**src/rtl/e2q_pkg.sv**
```systemverilog
// Package: shared types, constants and tables for the Euler-to-quaternion slot writer.
package e2q_pkg;

    localparam int SlotCount        = 128;
    localparam int AngleWidth       = 16;
    localparam int QuatFractionBits = 15;

    localparam int SlotIndexWidth  = 7;
    localparam int SlotOffsetWidth = 12;
    localparam int SlotShift       = 5;
    localparam int AngleInWidth    = 16;
    localparam int QuatWidth       = 16;
    localparam int WordWidth       = 32;

    localparam int CordicSteps = 24;
    localparam int CordicWidth = 34;
    localparam int ZWidth      = 33;
    localparam int ProdWidth   = 32;

    localparam logic signed [CordicWidth-1:0] CordicGain = 34'sd652032874;
    localparam logic signed [CordicWidth-1:0] OneQ30     = 34'sd1073741824;
    localparam int QueueDepth = 4;

    typedef logic signed [CordicWidth-1:0] t_cval;
    typedef logic signed [ZWidth-1:0]      t_zval;

    typedef struct packed {
        logic [SlotOffsetWidth-1:0] slot_offset;
        logic                       has_angles;
        logic [AngleInWidth-1:0]    pitch_angle;
        logic [AngleInWidth-1:0]    yaw_angle;
        logic [AngleInWidth-1:0]    roll_angle;
        logic [WordWidth-1:0]       origin_x;
        logic [WordWidth-1:0]       origin_y;
        logic [WordWidth-1:0]       origin_z;
    } t_job;

    typedef struct packed {
        logic [SlotOffsetWidth-1:0] slot_offset;
        logic [QuatWidth-1:0]       quat_x;
        logic [QuatWidth-1:0]       quat_y;
        logic [QuatWidth-1:0]       quat_z;
        logic [QuatWidth-1:0]       quat_w;
        logic [WordWidth-1:0]       trans_x;
        logic [WordWidth-1:0]       trans_y;
        logic [WordWidth-1:0]       trans_z;
    } t_result;

    // Arctangent of 2^-i in units of 2^-32 turn
    function automatic t_zval atan_turns(input int i);
        case (i)
            0: atan_turns = 33'sh020000000;  1: atan_turns = 33'sh012E4051E;
            2: atan_turns = 33'sh009FB385B;  3: atan_turns = 33'sh0051111D4;
            4: atan_turns = 33'sh0028B0D43;  5: atan_turns = 33'sh00145D7E1;
            6: atan_turns = 33'sh000A2F61E;  7: atan_turns = 33'sh000517C55;
            8: atan_turns = 33'sh00028BE53;  9: atan_turns = 33'sh000145F2F;
            10: atan_turns = 33'sh0000A2F98; 11: atan_turns = 33'sh0000517CC;
            12: atan_turns = 33'sh000028BE6; 13: atan_turns = 33'sh0000145F3;
            14: atan_turns = 33'sh00000A2FA; 15: atan_turns = 33'sh00000517D;
            16: atan_turns = 33'sh0000028BE; 17: atan_turns = 33'sh00000145F;
            18: atan_turns = 33'sh000000A30; 19: atan_turns = 33'sh000000518;
            20: atan_turns = 33'sh00000028C; 21: atan_turns = 33'sh000000146;
            22: atan_turns = 33'sh0000000A3; 23: atan_turns = 33'sh000000051;
            default: atan_turns = '0;
        endcase
    endfunction

    // Q30 product rounded: (a*b + 2^29) floored by 2^30
    function automatic t_cval mul_q30(input t_cval a, input t_cval b);
        logic signed [2*CordicWidth-1:0] p;
        begin
            p = a * b + (68'sd1 <<< 29);
            mul_q30 = t_cval'(p >>> 30);
        end
    endfunction

    // Q30 to output fraction bits, rounded and saturated
    function automatic logic [QuatWidth-1:0] to_out(input t_cval v, input int fb);
        logic signed [CordicWidth:0] r;
        begin
            r = (fb < 30) ? ((CordicWidth+1)'(v) + ((CordicWidth+1)'(1) <<< (29 - fb)))
                            >>> (30 - fb) : (CordicWidth+1)'(v);
            if (r > 35'sd32767)       to_out = 16'h7FFF;
            else if (r < -35'sd32768) to_out = 16'h8000;
            else                      to_out = r[QuatWidth-1:0];
        end
    endfunction

endpackage

```
**src/rtl/e2q_front.sv**
```systemverilog
// Front end: accepts input words, computes the slot offset and queues jobs.
module e2q_front #(
    parameter int SLOT_COUNT = e2q_pkg::SlotCount
) (
    input  logic                                i_clk,
    input  logic                                i_rst_n,
    input  logic                                i_valid,
    output logic                                o_ready,
    input  logic [e2q_pkg::SlotIndexWidth-1:0]  i_slot_index,
    input  logic                                i_has_angles,
    input  logic [e2q_pkg::AngleInWidth-1:0]    i_pitch_angle,
    input  logic [e2q_pkg::AngleInWidth-1:0]    i_yaw_angle,
    input  logic [e2q_pkg::AngleInWidth-1:0]    i_roll_angle,
    input  logic [e2q_pkg::WordWidth-1:0]       i_origin_x,
    input  logic [e2q_pkg::WordWidth-1:0]       i_origin_y,
    input  logic [e2q_pkg::WordWidth-1:0]       i_origin_z,
    output logic                                o_valid,
    input  logic                                i_ready,
    output e2q_pkg::t_job                       o_job
);
    import e2q_pkg::*;
    localparam int PtrW = $clog2(QueueDepth);
    localparam int ModWidth = SlotIndexWidth + 11;

    t_job               r_mem [QueueDepth];
    logic [PtrW-1:0]    r_wr, r_rd;
    logic [PtrW:0]      r_cnt;
    t_job               n_job;
    logic [SlotIndexWidth+SlotShift-1:0] w_idx;
    logic [ModWidth-1:0] w_rem;
    logic               w_push, w_pop;

    // Slot index wraps modulo the slot count (compare and subtract), then scales
    always_comb begin
        w_rem = ModWidth'(i_slot_index);
        for (int k = SlotIndexWidth - 1; k >= 0; k--) begin
            if (w_rem >= (ModWidth'(SLOT_COUNT) << k))
                w_rem = w_rem - (ModWidth'(SLOT_COUNT) << k);
        end
        w_idx = {w_rem[SlotIndexWidth-1:0], SlotShift'(0)};
        n_job.slot_offset = w_idx[SlotOffsetWidth-1:0];
        n_job.has_angles  = i_has_angles;
        n_job.pitch_angle = i_pitch_angle;
        n_job.yaw_angle   = i_yaw_angle;
        n_job.roll_angle  = i_roll_angle;
        n_job.origin_x    = i_origin_x;
        n_job.origin_y    = i_origin_y;
        n_job.origin_z    = i_origin_z;
    end

    assign o_ready = (r_cnt != (PtrW+1)'(QueueDepth));
    assign o_valid = (r_cnt != '0);
    assign o_job   = r_mem[r_rd];
    assign w_push  = i_valid && o_ready;
    assign w_pop   = o_valid && i_ready;

    // Job queue
    always_ff @(posedge i_clk) begin
        if (w_push) r_mem[r_wr] <= n_job;
        if (!i_rst_n) begin
            r_wr <= '0; r_rd <= '0; r_cnt <= '0;
        end else begin
            if (w_push) r_wr <= r_wr + 1'b1;
            if (w_pop)  r_rd <= r_rd + 1'b1;
            r_cnt <= r_cnt + (PtrW+1)'(w_push) - (PtrW+1)'(w_pop);
        end
    end
endmodule

```
**config.mk**
```make
export PLATFORM = sky130hd
export DESIGN_NAME = e2q_front
export DESIGN_NICKNAME = d
export VERILOG_FILES = /design/src/rtl/e2q_pkg.sv /design/src/rtl/e2q_front.sv
export SDC_FILE = /design/constraint.sdc
export NUM_CORES = 1
export LEC_CHECK = 0
export BUFFER_PORTS_ARGS = -buffer_cell sky130_fd_sc_hd__buf_4
export CELL_PAD_IN_SITES_DETAIL_PLACEMENT = 2
export CELL_PAD_IN_SITES_GLOBAL_PLACEMENT = 2
export CORE_AREA = 2 2 309 189
export DETAILED_ROUTE_END_ITERATION = 12
export DIE_AREA = 0 0 311 191
export GPL_ROUTABILITY_DRIVEN = 0
export PLACE_DENSITY = 0.7
export REMOVE_ABC_BUFFERS = 1
export SYNTH_ARGS = -nofsm -noshare
export SYNTH_HDL_FRONTEND = slang
export SYNTH_SLANG_ARGS = --single-unit
```
**constraint.sdc**
```tcl
create_clock -name i_clk -period 13.6 [get_ports i_clk]
set_clock_uncertainty 0.2 [all_clocks]
set_input_delay 1.36 -clock i_clk [delete_from_list [all_inputs] [get_ports i_clk]]
set_output_delay 1.36 -clock i_clk [all_outputs]
set_load 0.02 [all_outputs]
```
======== After elaboration in Yosys (flattened, before gate mapping) ========
Memories as Yosys holds them, arrays and structs flattened. A register that Yosys moved wholly into a read port is not among the register bits.
Cells that the tools add are included.
cells by class
  $add $sub $neg .......................... 4
  eq/ne operators ......................... 1
  mux-type cells .......................... 4
  reductions and logical operators ........ 3
operators with widths
  cell                                                           number
  2-bit by 1-bit adder with 2-bit output, second input constant  2
  2-bit 2-to-1 mux                                               2
  3-bit by 1-bit adder with 3-bit output                         1
  3-bit inequality test, second input constant                   1
  3-bit nonzero test                                             1
  3-bit by 1-bit subtractor with 3-bit output                    1
  1-bit logical AND                                              2
  1-bit 2-to-1 mux                                               2
storage, ports and cells
  register bits after elaboration ......... 7
  bits in writable memories ............... 608
  input port bits ......................... 156
  output and inout bits ................... 159
  word-level logic and storage cells ...... 16
  memories kept ........................... 1
memories
  memory  depth  bits a word  read ports  clocked after Yosys merged registers in  wr ports  line             RTL
  r_mem   4      152          1           1                                        1         e2q_front.sv:25  t_job r_mem [QueueDepth];

======== Depth between registers and ports, before layout ========
Gate-level depths: netlist of the first run.
  word-level depth ........................ 4
  depth in mapped cells ................... 11
  depth with buffers taken out ............ 11

======== Least setup slack after synthesis of the first run ========
Ideal clock, no wire load.
  path kind ............................... input port to flip-flop
  start ................................... input i_valid
  end ..................................... memory r_mem[0][0] (netlist bit) (enable)
  setup time .............................. 530 ps
  arrival time ............................ 5271 ps
  data required time ...................... 12870 ps
  path slack .............................. 7600 ps
  stages .................................. 2
  buffers on the path ..................... 0
  path through ............................ a21boi_1 -> and2_1
on the way
  cells in the longest elaborated chain, start to end .. 3
ends and longest elaborated chain
  what                                    line             RTL
  from (decl)                             e2q_front.sv:7   input logic i_valid,
  1-bit logical AND                       e2q_front.sv:54  assign w_push = i_valid && o_ready;
  1-bit 2-to-1 mux                        e2q_front.sv:59  if (w_push) r_mem[r_wr] <= n_job;
  1-bit 2-to-1 mux (not written as such)  e2q_front.sv:59
  to (decl)                               e2q_front.sv:25
No other way between the ends.

==> results.py, run 1 <==
metrics = {
    "status": {
        "status": "finished, final reports clean",
    },
    "setup_path": {
        "r2r-start": "r_cnt[1]$_SDFF_PN0_",
        "critical_path_arrival_ns": 3.11,
        "r2r_cells": 5,
        "cp_max_fo": 47,
        "r2r_end": "r_mem[1][2]$_DFFE_PP_",
        "startpoint_type": "flop",
        "required_ns": 12.04,
        "end_kind": "primary output",
        "reg2reg_slack_ns": 9.35,
        "path_class": "flop to primary output",
    },
    "worst_hold_path": {
        "hold_path_class": "flop to flop",
        "worstHoldEndpoint": "r_wr[1]$_SDFFE_PN0P_",
        "hold_path_depth": 2,
        "hold_path.startpoint": "r_wr[1]$_SDFFE_PN0P_",
    },
    "synth": {
        "async_reset_ff_share_pct": 0,
        "yosys.area.top_type_share_pct": 81.45,
        "postSynthAreaPerCell_sq_um": 26.43,
        "ys_warn_count": 0,
        "yosys-top-cells-area": "edfxtp_1 81%, mux4_2 15%, dfxtp_1 0.80%",
        "synth-edff-count": 608,
        "yosysSeqAreaShare_pct": 82.26,
        "synthMostInstantiatedCell": "edfxtp_1",
        "ys_types": 21,
        "syn_inst": 848,
        "synth_area_sq_mm": 0.02242,
        "yosysTopAreaCell": "edfxtp_1",
        "synth_common_cells": "608 x edfxtp_1, 152 x mux4_2, 17 x buf_2, 10 x buf_6, 9 x dfxtp_1",
        "ys_ff_latch": 617,
        "synthFlopType": "edfxtp_1",
    },
    "drt": {
        "wl_per_cell_um": 25.98,
        "routed_wl_mm": 52.25,
        "vias_per_cell": 4.995,
        "antenna_left": 0,
        "vias": 10044,
        "firstDrtPassIters": 4,
        "drc": 0,
        "drt_iter0_drc": 789,
    },
    "cts": {
        "cts_num_sinks": 617,
        "cts_resized": 0,
        "cts_root_buffer": "clkbuf_16",
        "htree_levels": 2,
        "postCtsHoldBufs": 0,
        "cts_tree": "done",
        "cts.path.max_buffers": 3,
        "clkTransAtPathRegs_ns": 0.07,
        "clock_latency_ns": 0.60,
        "cts-buffers-inserted": 56,
        "post_cts_buffers": 0,
    },
    "power_and_ir_drop": {
        "power_density_mw_per_mm2": 192.1,
        "p_comb_share_pct": 25.6,
        "switching_share_pct": 28.82,
        "p_switching_uw": 1511,
        "p_total_uw": 5244,
        "pwr-share-seq_pct": 45.5,
        "vdd_drop_max_mv": 0.1006,
        "power_leakage_uw": 0.009006,
        "cellInternalPower_uw": 3733,
        "clkPwrFrac_pct": 28.8,
    },
    "global_route": {
        "grt_use_total_pct": 17.65,
        "antenna_found_initial": 3,
        "grt-ovfl-total": 0,
        "grt_max_degree": 62,
        "grt_pass1_vias": 11390,
        "grt_pass1_wl_mm": 77.64,
    },
    "floorplanning": {
        "die_height_um": 191,
        "pin_count": 315,
        "dieWidth_um": 311,
        "rows": 68,
        "fp.dieArea_sq_mm": 0.05940,
        "start_util_pct": 39.56,
        "core_area_sq_mm": 0.05666,
    },
    "cells_and_area": {
        "multi_input_area_sq_mm": 0.003719,
        "fin_nets": 1355,
        "instances_no_fill": 2011,
        "seq_area_sq_mm": 0.01845,
        "syn_to_final_growth_pct": 21.76,
        "drive_above_1_share_pct": 45.08,
        "fill_cells": 5023,
    },
    "sta": {
        "rsz0062_at_grt": "false",
        "slew_headroom_pct": 34.04,
        "worst_slack_ns": 8.926,
        "max_freq_mhz": 214.0,
        "maxSlewViolCount": 0,
        "fin_crit_sh_pct": 34.37,
        "min_period_ns": 4.674,
        "finalSetupViolations": 0,
        "worst_slew_pin_slew_ns": 0.9894,
        "hold_viol_final": 0,
        "tns_ns": 0,
    },
    "run": {
        "maxCapViolations": 0,
    },
    "placement": {
        "dp_hpwl_mm": 33.30,
        "port_buffers": 309,
        "dp_cells": 1904,
        "pre_cts_ws_ns": 8.368,
    },
}
==> power by group through the flow <==
stage	sequential, uW	combinational [uW]	clock, uW
after floorplan	2500	796	0
after global placement	2420	1350	0
after detailed placement	2430	1380	0
after CTS	2390	1390	1560
after global routing	2410	1440	1630
final	2390	1340	1510
==> critical path, stage by stage, from the launching register on <==
cell     delay (ns)
dfxtp_4        0.76
buf_4          0.86
mux4_2         0.63
buf_4          0.18
==> placed cells by master, fill, tap and decap left out, types with 2 or more instances in the layout <==
cell       instances
dfxtp_1            7
clkinv_2          15
clkbuf_16         57
inv_1              5
mux4_2           152
clkbuf_1          12
and2_1             3
ha_1               6
xnor2_1            4
conb_1             5
mux2i_1            2
edfxtp_1         608
buf_4            322
nand2_1            5
clkinv_1          15
dfxtp_4            2
bufinv_16          3
inv_6              2
nor2b_1            3
and2_4             4
==> area by class of cell <==
| type | count | area share [%] |
|---|---|---|
| clock buffer | 69 | 5.391 |
| clock inverter | 37 | 0.9352 |
| sequential | 617 | 67.58 |
| tap | 770 | 3.530 |
| timing repair buffer | 322 | 8.857 |
| multi-input combinational | 190 | 13.62 |
| antenna | 1 | 0.009169 |
| inverter | 5 | 0.06877 |
==> how the worst max path moves through the flow <==
stage	endpoint	startpoint	cells past startpoint	slack, ns
floorplan	o_job[0]	flop	1	4.97
global placement	r_mem[2][83]$_DFFE_PP_	i_valid	5	8.48
detailed placement	r_mem[1][21]$_DFFE_PP_	i_valid	5	8.37
CTS	o_job[82]	flop	3	8.75
global route	o_job[59]	flop	3	8.62
finish	o_job[59]	flop	3	8.93
==> registers in the layout, summed over array words and instances (netlist names), named ones only <==
register / flops
r_mem: 608
r_cnt: 3
r_wr: 2
r_rd: 2
==> stage by stage <==
step                hold WS (ns)  utilization (%)  cell area [sq um]
floorplan                 0.2677                -              22170
global placement          0.2885            45.11              25560
detailed placement        0.3190            45.11              25560
CTS                       0.3296            48.16              27290
global route              0.3664            48.16              27290
finish                    0.3225            48.17              27290
==> cell families after synthesis <==
| kind of cell | Yosys count | share of synthesized area, % |
|---|---|---|
| muxes | 154 | 15.36 |
| xor gates and xnor gates | 4 | 0.1563 |
| DFF | 617 | 82.26 |
| and+or+nand+nor | 17 | 0.4075 |
| buffers and inverters | 45 | 1.267 |
| other | 1 | 0.01673 |
| AOI/OAI and AO/OA | 3 | 0.1117 |
| adders and majority gates | 7 | 0.4242 |
==> routing by layer <==
metal	share of wire, %	global-route usage, %
met1	41	22.98
met5	0.061	0
met4	1.5	3.289
met3	6.9	5.554
met2	50	29.58
No activity file was read; power rests on OpenSTA's default activity.
==> inputs of run 2 (changes only) <==
--- a/config.mk
+++ b/config.mk
@@ -5,14 +5,15 @@
 export SDC_FILE = /design/constraint.sdc
 export NUM_CORES = 1
 export LEC_CHECK = 0
+export ABC_AREA = 1
 export BUFFER_PORTS_ARGS = -buffer_cell sky130_fd_sc_hd__buf_4
 export CELL_PAD_IN_SITES_DETAIL_PLACEMENT = 2
 export CELL_PAD_IN_SITES_GLOBAL_PLACEMENT = 2
-export CORE_AREA = 2 2 309 189
+export CORE_AREA = 2 2 331 202
 export DETAILED_ROUTE_END_ITERATION = 12
-export DIE_AREA = 0 0 311 191
+export DIE_AREA = 0 0 333 204
 export GPL_ROUTABILITY_DRIVEN = 0
-export PLACE_DENSITY = 0.7
+export PLACE_DENSITY = 0.74
 export REMOVE_ABC_BUFFERS = 1
 export SYNTH_ARGS = -nofsm -noshare
 export SYNTH_HDL_FRONTEND = slang
==> constraint.sdc (replaced) <==
create_clock -name i_clk -period 4 [get_ports i_clk]
set_clock_uncertainty 0.2 [all_clocks]
set_input_delay 0.4 -clock i_clk [delete_from_list [all_inputs] [get_ports i_clk]]
set_output_delay 0.4 -clock i_clk [all_outputs]
set_load 0.02 [all_outputs]
==> run 2 against run 1 <==
Sequential power grew to 3.4 times the previous value. Critical path depth up 1. Clock power rose to 3.5 times the previous value. Hold slack worse by 0.0026 ns. Register-to-register slack got worse by 8.4 ns. Setup slack worse by 8.2 ns. Sequential share of layout area fell by 6.7 points. Core utilization fell by 1.7 points. Non-clock buffer count rose by 167. Flip-flop and latch count unchanged. Die area up 14%. Critical endpoint is now o_job[4].
==> results.py, run 2 <==
metrics = {
    "cells_and_area": {
        "syn_to_final_growth_pct": 27.13,
        "layout_commonest_cell": "edfxtp_1",
        "largest_register": "r_mem",
        "fin_nets": 2153,
        "mostFrequentLayoutCells": "608 x edfxtp_1, 320 x buf_4, 252 x nor2_1",
        "largest_reg_flops": 608,
        "drive_above_1_share_pct": 26.21,
        "top_regs": "r_mem x608, r_cnt x3",
        "instances_no_fill": 2896,
    },
    "floorplanning": {
        "core_area_sq_mm": 0.06522,
        "start_util_pct": 36.57,
        "fp.dieArea_sq_mm": 0.06793,
        "die_height_um": 204,
        "pin_count": 315,
        "dieWidth_um": 333,
        "rows": 73,
    },
    "drt": {
        "vias_per_cell": 5.098,
        "vias": 14765,
        "antenna_left": 0,
        "wl_per_cell_um": 23.87,
        "firstDrtPassIters": 5,
        "drc": 0,
        "drt_iter0_drc": 918,
        "routed_wl_mm": 69.13,
    },
    "placement": {
        "dp_cells": 2636,
        "dp_hpwl_mm": 38.83,
        "port_buffers": 309,
    },
    "sta": {
        "max_freq_mhz": 304.3,
        "whs_ns": 0.3199,
        "min_period_ns": 3.286,
        "slew_headroom_pct": 28.64,
        "fin_crit_sh_pct": 82.16,
        "finalSetupViolations": 0,
        "rsz0062_at_grt": "false",
        "maxSlewViolCount": 0,
        "worst_slew_pin_slew_ns": 1.070,
        "tns_ns": 0,
        "hold_viol_final": 0,
    },
    "cts": {
        "postCtsHoldBufs": 155,
        "cts_num_sinks": 617,
        "cts.path.max_buffers": 3,
        "post_cts_buffers": 0,
        "cts-buffers-inserted": 59,
        "cts_tree": "done",
        "cts_root_buffer": "clkbuf_16",
        "cts_resized": 0,
        "clkTransAtPathRegs_ns": 0.06,
        "clock_latency_ns": 0.62,
        "htree_levels": 2,
    },
    "global_route": {
        "antenna_found_initial": 6,
        "grt_use_total_pct": 20.04,
        "grt_max_degree": 153,
        "grt_pass1_wl_mm": 104.3,
        "grt_pass1_vias": 16970,
        "grt-ovfl-total": 0,
    },
    "power_and_ir_drop": {
        "p_comb_share_pct": 29.5,
        "switching_share_pct": 33.18,
        "cellInternalPower_uw": 12740,
        "power_leakage_uw": 0.01044,
        "power_density_mw_per_mm2": 628.7,
        "vdd_drop_max_mv": 0.4612,
        "pwr-share-seq_pct": 42.6,
        "clkPwrFrac_pct": 27.8,
        "p_switching_uw": 6323,
    },
    "setup_path": {
        "cp_max_fo": 93,
        "cpLargestDelayFamily": "buffers and inverters",
        "required_ns": 3.40,
        "critPathMaxStageDelay_ns": 0.78,
        "path_class": "flop to primary output",
        "critical_path.n_buffers_inverters": 2,
        "r2r_cells": 10,
        "reg2reg_slack_ns": 0.92,
        "r2r_end": "r_cnt[2]$_SDFF_PN0_",
        "end_kind": "primary output",
        "critical_path_arrival_ns": 2.69,
        "r2r-start": "r_cnt[1]$_SDFF_PN0_",
        "crit_chain": "buf_4 -> o21ai_0 -> o22ai_1 -> buf_4",
        "cp_slowest_cell": "buf_4",
        "startpoint_type": "flop",
        "path_common_cell": "buf_4",
    },
    "status": {
        "status": "finished, final reports clean",
    },
    "worst_hold_path": {
        "hold_path.startpoint": "i_origin_x[5]",
        "hold_path_depth": 2,
        "hold_path_class": "input pin to flop",
        "worstHoldEndpoint": "r_mem[0][69]$_DFFE_PP_",
    },
    "synth": {
        "yosys.area.top_type_share_pct": 76.56,
        "yosysSeqAreaShare_pct": 77.32,
        "synth_area_sq_mm": 0.02385,
        "postSynthAreaPerCell_sq_um": 15.47,
        "synthFlopType": "edfxtp_1",
        "ys_types": 24,
        "syn_inst": 1541,
        "ys_ff_latch": 617,
        "yosys-top-cells-area": "edfxtp_1 77%, o21ai_0 5.1%, nor2_1 4.0%",
        "synth_common_cells": "608 x edfxtp_1, 256 x nor2_1, 243 x o21ai_0, 92 x o22ai_1, 62 x o21ai_1",
        "ys_warn_count": 0,
        "synthMostInstantiatedCell": "edfxtp_1",
        "synth-edff-count": 608,
        "async_reset_ff_share_pct": 0,
        "yosysTopAreaCell": "edfxtp_1",
    },
    "run": {
        "maxCapViolations": 0,
    },
}
run 2: cell count changes after synthesis, moves of 13 or more:
cell | previous run | this run
o22ai_2 | 0 | 60
nor2_4 | 0 | 59
nor2_1 | 1 | 256
clkbuf_1 | 8 | 46
buf_2 | 17 | 30
o22ai_1 | 0 | 92
mux4_2 | 152 | 0
o21ai_0 | 0 | 243
o21ai_1 | 0 | 62
run 2: layout make-up:
type	count	area, sq um
fill	6184	34900
sequential	617	18450
multi-input combinational	807	4727
timing repair buffer	489	4234
clock buffer	82	1615
tap	862	1079
clock inverter	19	135.1
inverter	16	70.07
antenna	4	10.01
run 2: routing by layer:
metal	share of wire, %	wire length [um]	GRT usage [%]	vias up
li1	-	-	-	6716
met1	43	29440	25.08	7661
met2	51	35310	35.71	295
met3	4.3	2978	4.156	89
met4	2.0	1378	4.735	4
met5	0.030	21	0	-
run 2: metrics by stage:
stage          total power (uW)  area, sq um  util (%)  worst slack, ns
6_report                  19060        30320     46.49           0.7138
5_1_grt                   19890        30310     46.48           0.5227
4_1_cts                   19250        30310     46.47           0.6747
3_5_place_dp              13770        27000     41.41            1.266
3_3_place_gp              13540        27000     41.41            1.417
2_1_floorplan             11470        23200         -           -8.041
run 2: power by group through the flow:
stage                     sequential (uW)  combinational, uW  clock, uW
after CTS                            8120               5690       5440
after floorplan                      8610               2860          0
after global routing                 8170               6030       5680
after detailed placement             8250               5520          0
final                                8120               5630       5310
after global placement               8190               5350          0
run 2: how the worst max path moves through the flow:
| stage | end | depth (start not counted) |
|---|---|---|
| floorplan | o_job[100] | 3 |
| global placement | r_cnt[2]$_SDFF_PN0_ | 10 |
| detailed placement | r_cnt[2]$_SDFF_PN0_ | 10 |
| CTS | o_job[4] | 4 |
| global route | o_job[55] | 4 |
| finish | o_job[4] | 4 |
run 2: logic make-up (layout without fill, tap and decap cells):
family / Yosys count / after routing / share of synthesized area [%]
AOI/OAI and AO/OA: 463 / 463 / 12.11
adders and majority gates: 7 / 7 / 0.3988
buffers and inverters: 121 / 606 / 3.048
DFF: 617 / 617 / 77.32
other: 1 / 9 / 0.01573
and+or+nand+nor: 332 / 332 / 7.110
run 2: worst register-to-register path, delay by kind of cell (launching register included):
| family | cells | cell delay [ns] |
|---|---|---|
| AO/OA/AOI/OAI | 1 | 0.32 |
| buffers and inverters | 2 | 0.14 |
| flip-flops | 1 | 0.37 |
| adder cells (fa/ha/maj) | 3 | 0.93 |
| AND/OR/NAND/NOR | 4 | 1.00 |
==> inputs of run 3 (changes only) <==
--- a/config.mk
+++ b/config.mk
@@ -5,15 +5,15 @@
 export SDC_FILE = /design/constraint.sdc
 export NUM_CORES = 1
 export LEC_CHECK = 0
-export ABC_AREA = 1
+export ABC_AREA = 0
 export BUFFER_PORTS_ARGS = -buffer_cell sky130_fd_sc_hd__buf_4
 export CELL_PAD_IN_SITES_DETAIL_PLACEMENT = 2
 export CELL_PAD_IN_SITES_GLOBAL_PLACEMENT = 2
-export CORE_AREA = 2 2 331 202
+export CORE_AREA = 2 2 309 189
 export DETAILED_ROUTE_END_ITERATION = 12
-export DIE_AREA = 0 0 333 204
+export DIE_AREA = 0 0 311 191
 export GPL_ROUTABILITY_DRIVEN = 0
-export PLACE_DENSITY = 0.74
+export PLACE_DENSITY = 0.7
 export REMOVE_ABC_BUFFERS = 1
 export SYNTH_ARGS = -nofsm -noshare
 export SYNTH_HDL_FRONTEND = slang
==> constraint.sdc (replaced) <==
create_clock -name i_clk -period 3.3 [get_ports i_clk]
set_clock_uncertainty 0.2 [all_clocks]
set_input_delay 0.33 -clock i_clk [delete_from_list [all_inputs] [get_ports i_clk]]
set_output_delay 0.33 -clock i_clk [all_outputs]
set_load 0.02 [all_outputs]
==> run 3 against run 2 <==
Routed wire length fell by 18%. First-iteration DRC count fell by 24%. Flip-flop and latch count did not move. Combinational power rose by 7.3%. Clock power rose by 18%. Highest routed layer unchanged. Critical path depth fell by 1. Largest cell class unchanged.
==> results.py, run 3 (synthesis gave the netlist of run 1 again) <==
metrics = {
    "floorplanning": {
        "rows": 68,
        "start_util_pct": 39.56,
        "pin_count": 315,
        "dieWidth_um": 311,
        "die_height_um": 191,
        "fp.dieArea_sq_mm": 0.05940,
        "core_area_sq_mm": 0.05666,
    },
    "drt": {
        "drc": 0,
        "wl_per_cell_um": 25.90,
        "vias_per_cell": 4.971,
        "vias": 10817,
        "firstDrtPassIters": 6,
        "drt_iter0_drc": 699,
        "routed_wl_mm": 56.35,
        "antenna_left": 0,
    },
    "sta": {
        "rsz0062_at_grt": "false",
        "fin_crit_sh_pct": 91.51,
        "min_period_ns": 3.020,
        "max_freq_mhz": 331.2,
        "slew_headroom_pct": 58.34,
        "hold_viol_final": 0,
        "maxSlewViolCount": 0,
        "worst_slew_pin_slew_ns": 0.6249,
        "finalSetupViolations": 0,
        "whs_ns": 0.05691,
    },
    "cells_and_area": {
        "finish.utilization_pct": 51.52,
        "syn_to_final_growth_pct": 30.23,
        "top_regs": "r_mem x608, r_cnt x3",
        "fin_nets": 1525,
        "drive_above_1_share_pct": 40.38,
        "largest_reg_flops": 608,
        "layout_commonest_cell": "edfxtp_1",
        "largest_register": "r_mem",
        "mostFrequentLayoutCells": "608 x edfxtp_1, 316 x buf_4, 154 x dlygate4sd3_1",
        "stdcell_area_sq_mm": 0.02919,
        "instances_no_fill": 2176,
    },
    "power_and_ir_drop": {
        "power_density_mw_per_mm2": 757.2,
        "p_total_uw": 22110,
        "p_comb_share_pct": 27.3,
        "p_switching_uw": 6389,
        "switching_share_pct": 28.90,
        "power_leakage_uw": 0.009774,
        "pwr-share-seq_pct": 44.4,
        "vdd_drop_max_mv": 0.3990,
        "cellInternalPower_uw": 15720,
        "clkPwrFrac_pct": 28.3,
    },
    "global_route": {
        "grt_max_degree": 80,
        "grt_pass1_vias": 12581,
        "grt-ovfl-total": 0,
        "antenna_found_initial": 2,
        "grt_pass1_wl_mm": 84.54,
        "grt_use_total_pct": 19.18,
    },
    "cts": {
        "clock_latency_ns": 0.60,
        "htree_levels": 2,
        "postCtsHoldBufs": 154,
        "cts_num_sinks": 617,
        "cts-buffers-inserted": 57,
        "post_cts_buffers": 0,
        "cts_resized": 0,
        "cts_tree": "done",
        "cts.path.max_buffers": 3,
        "cts_root_buffer": "clkbuf_16",
        "clkTransAtPathRegs_ns": 0.06,
    },
    "worst_hold_path": {
        "hold_path_class": "input pin to flop",
    },
    "placement": {
        "port_buffers": 309,
        "dp_cells": 1919,
        "placed_cell_area_sq_mm": 0.02594,
        "dp_hpwl_mm": 33.68,
    },
    "setup_path": {
        "path_class": "flop to primary output",
        "critical_path_arrival_ns": 2.49,
        "end_kind": "primary output",
        "required_ns": 2.77,
        "startpoint_type": "flop",
        "cp_max_fo": 23,
    },
    "status": {
        "status": "finished, final reports clean",
    },
    "run": {
        "maxCapViolations": 0,
    },
}
[run 3: worst max-delay path, stage by stage, from the launching register on]
cell and delay, ns:
dfxtp_4 0.74, buf_4 0.33, mux4_2 0.58, buf_4 0.19
[run 3: layer usage]
| metal | track usage, % | part of all wire, % | routed length (um) |
|---|---|---|---|
| met2 | 34.27 | 53 | 29740 |
| met1 | 23.83 | 40 | 22550 |
| met3 | 5.034 | 5.8 | 3242 |
| met4 | 3.549 | 1.4 | 808 |
| met5 | 0 | 0.023 | 13 |
[run 3: path summary, 6_finish.rpt]
path,from,endpoint,slack (ns),depth (start not counted)
worst max-delay path,flop,o_job[110],0.28,3
worst min-delay path,i_ready,r_rd[0]$_SDFFE_PN0P_,0.06,4
worst max register to register,r_cnt[1]$_SDFF_PN0_,r_cnt[2]$_SDFF_PN0_,0.66,12
worst min register to register,r_wr[0]$_SDFFE_PN0P_,r_wr[0]$_SDFFE_PN0P_,0.31,2
[run 3: cell type report]
| type | count | area, sq um |
|---|---|---|
| fill | 4884 | 27470 |
| inverter | 5 | 18.77 |
| sequential | 617 | 18450 |
| tap | 770 | 963.4 |
| antenna | 2 | 5.005 |
| clock buffer | 73 | 1529 |
| clock inverter | 28 | 177.7 |
| multi-input combinational | 190 | 3719 |
| timing repair buffer | 491 | 4334 |
[run 3: power groups by stage]
stage,logic (uW),registers [uW],clock network (uW)
final,6040,9810,6250
after global routing,6440,9880,6710
after CTS,6170,9810,6410
after detailed placement,5980,9970,0
after global placement,5880,9880,0
after floorplan,2860,10200,0
[run 3: metrics by stage]
step,setup slack (ns),TNS [ns]
finish,0.2803,0
global route,0.1314,0
CTS,0.1894,0
detailed placement,0.6777,0
global placement,0.7194,0
floorplan,-4.304,-1768.40
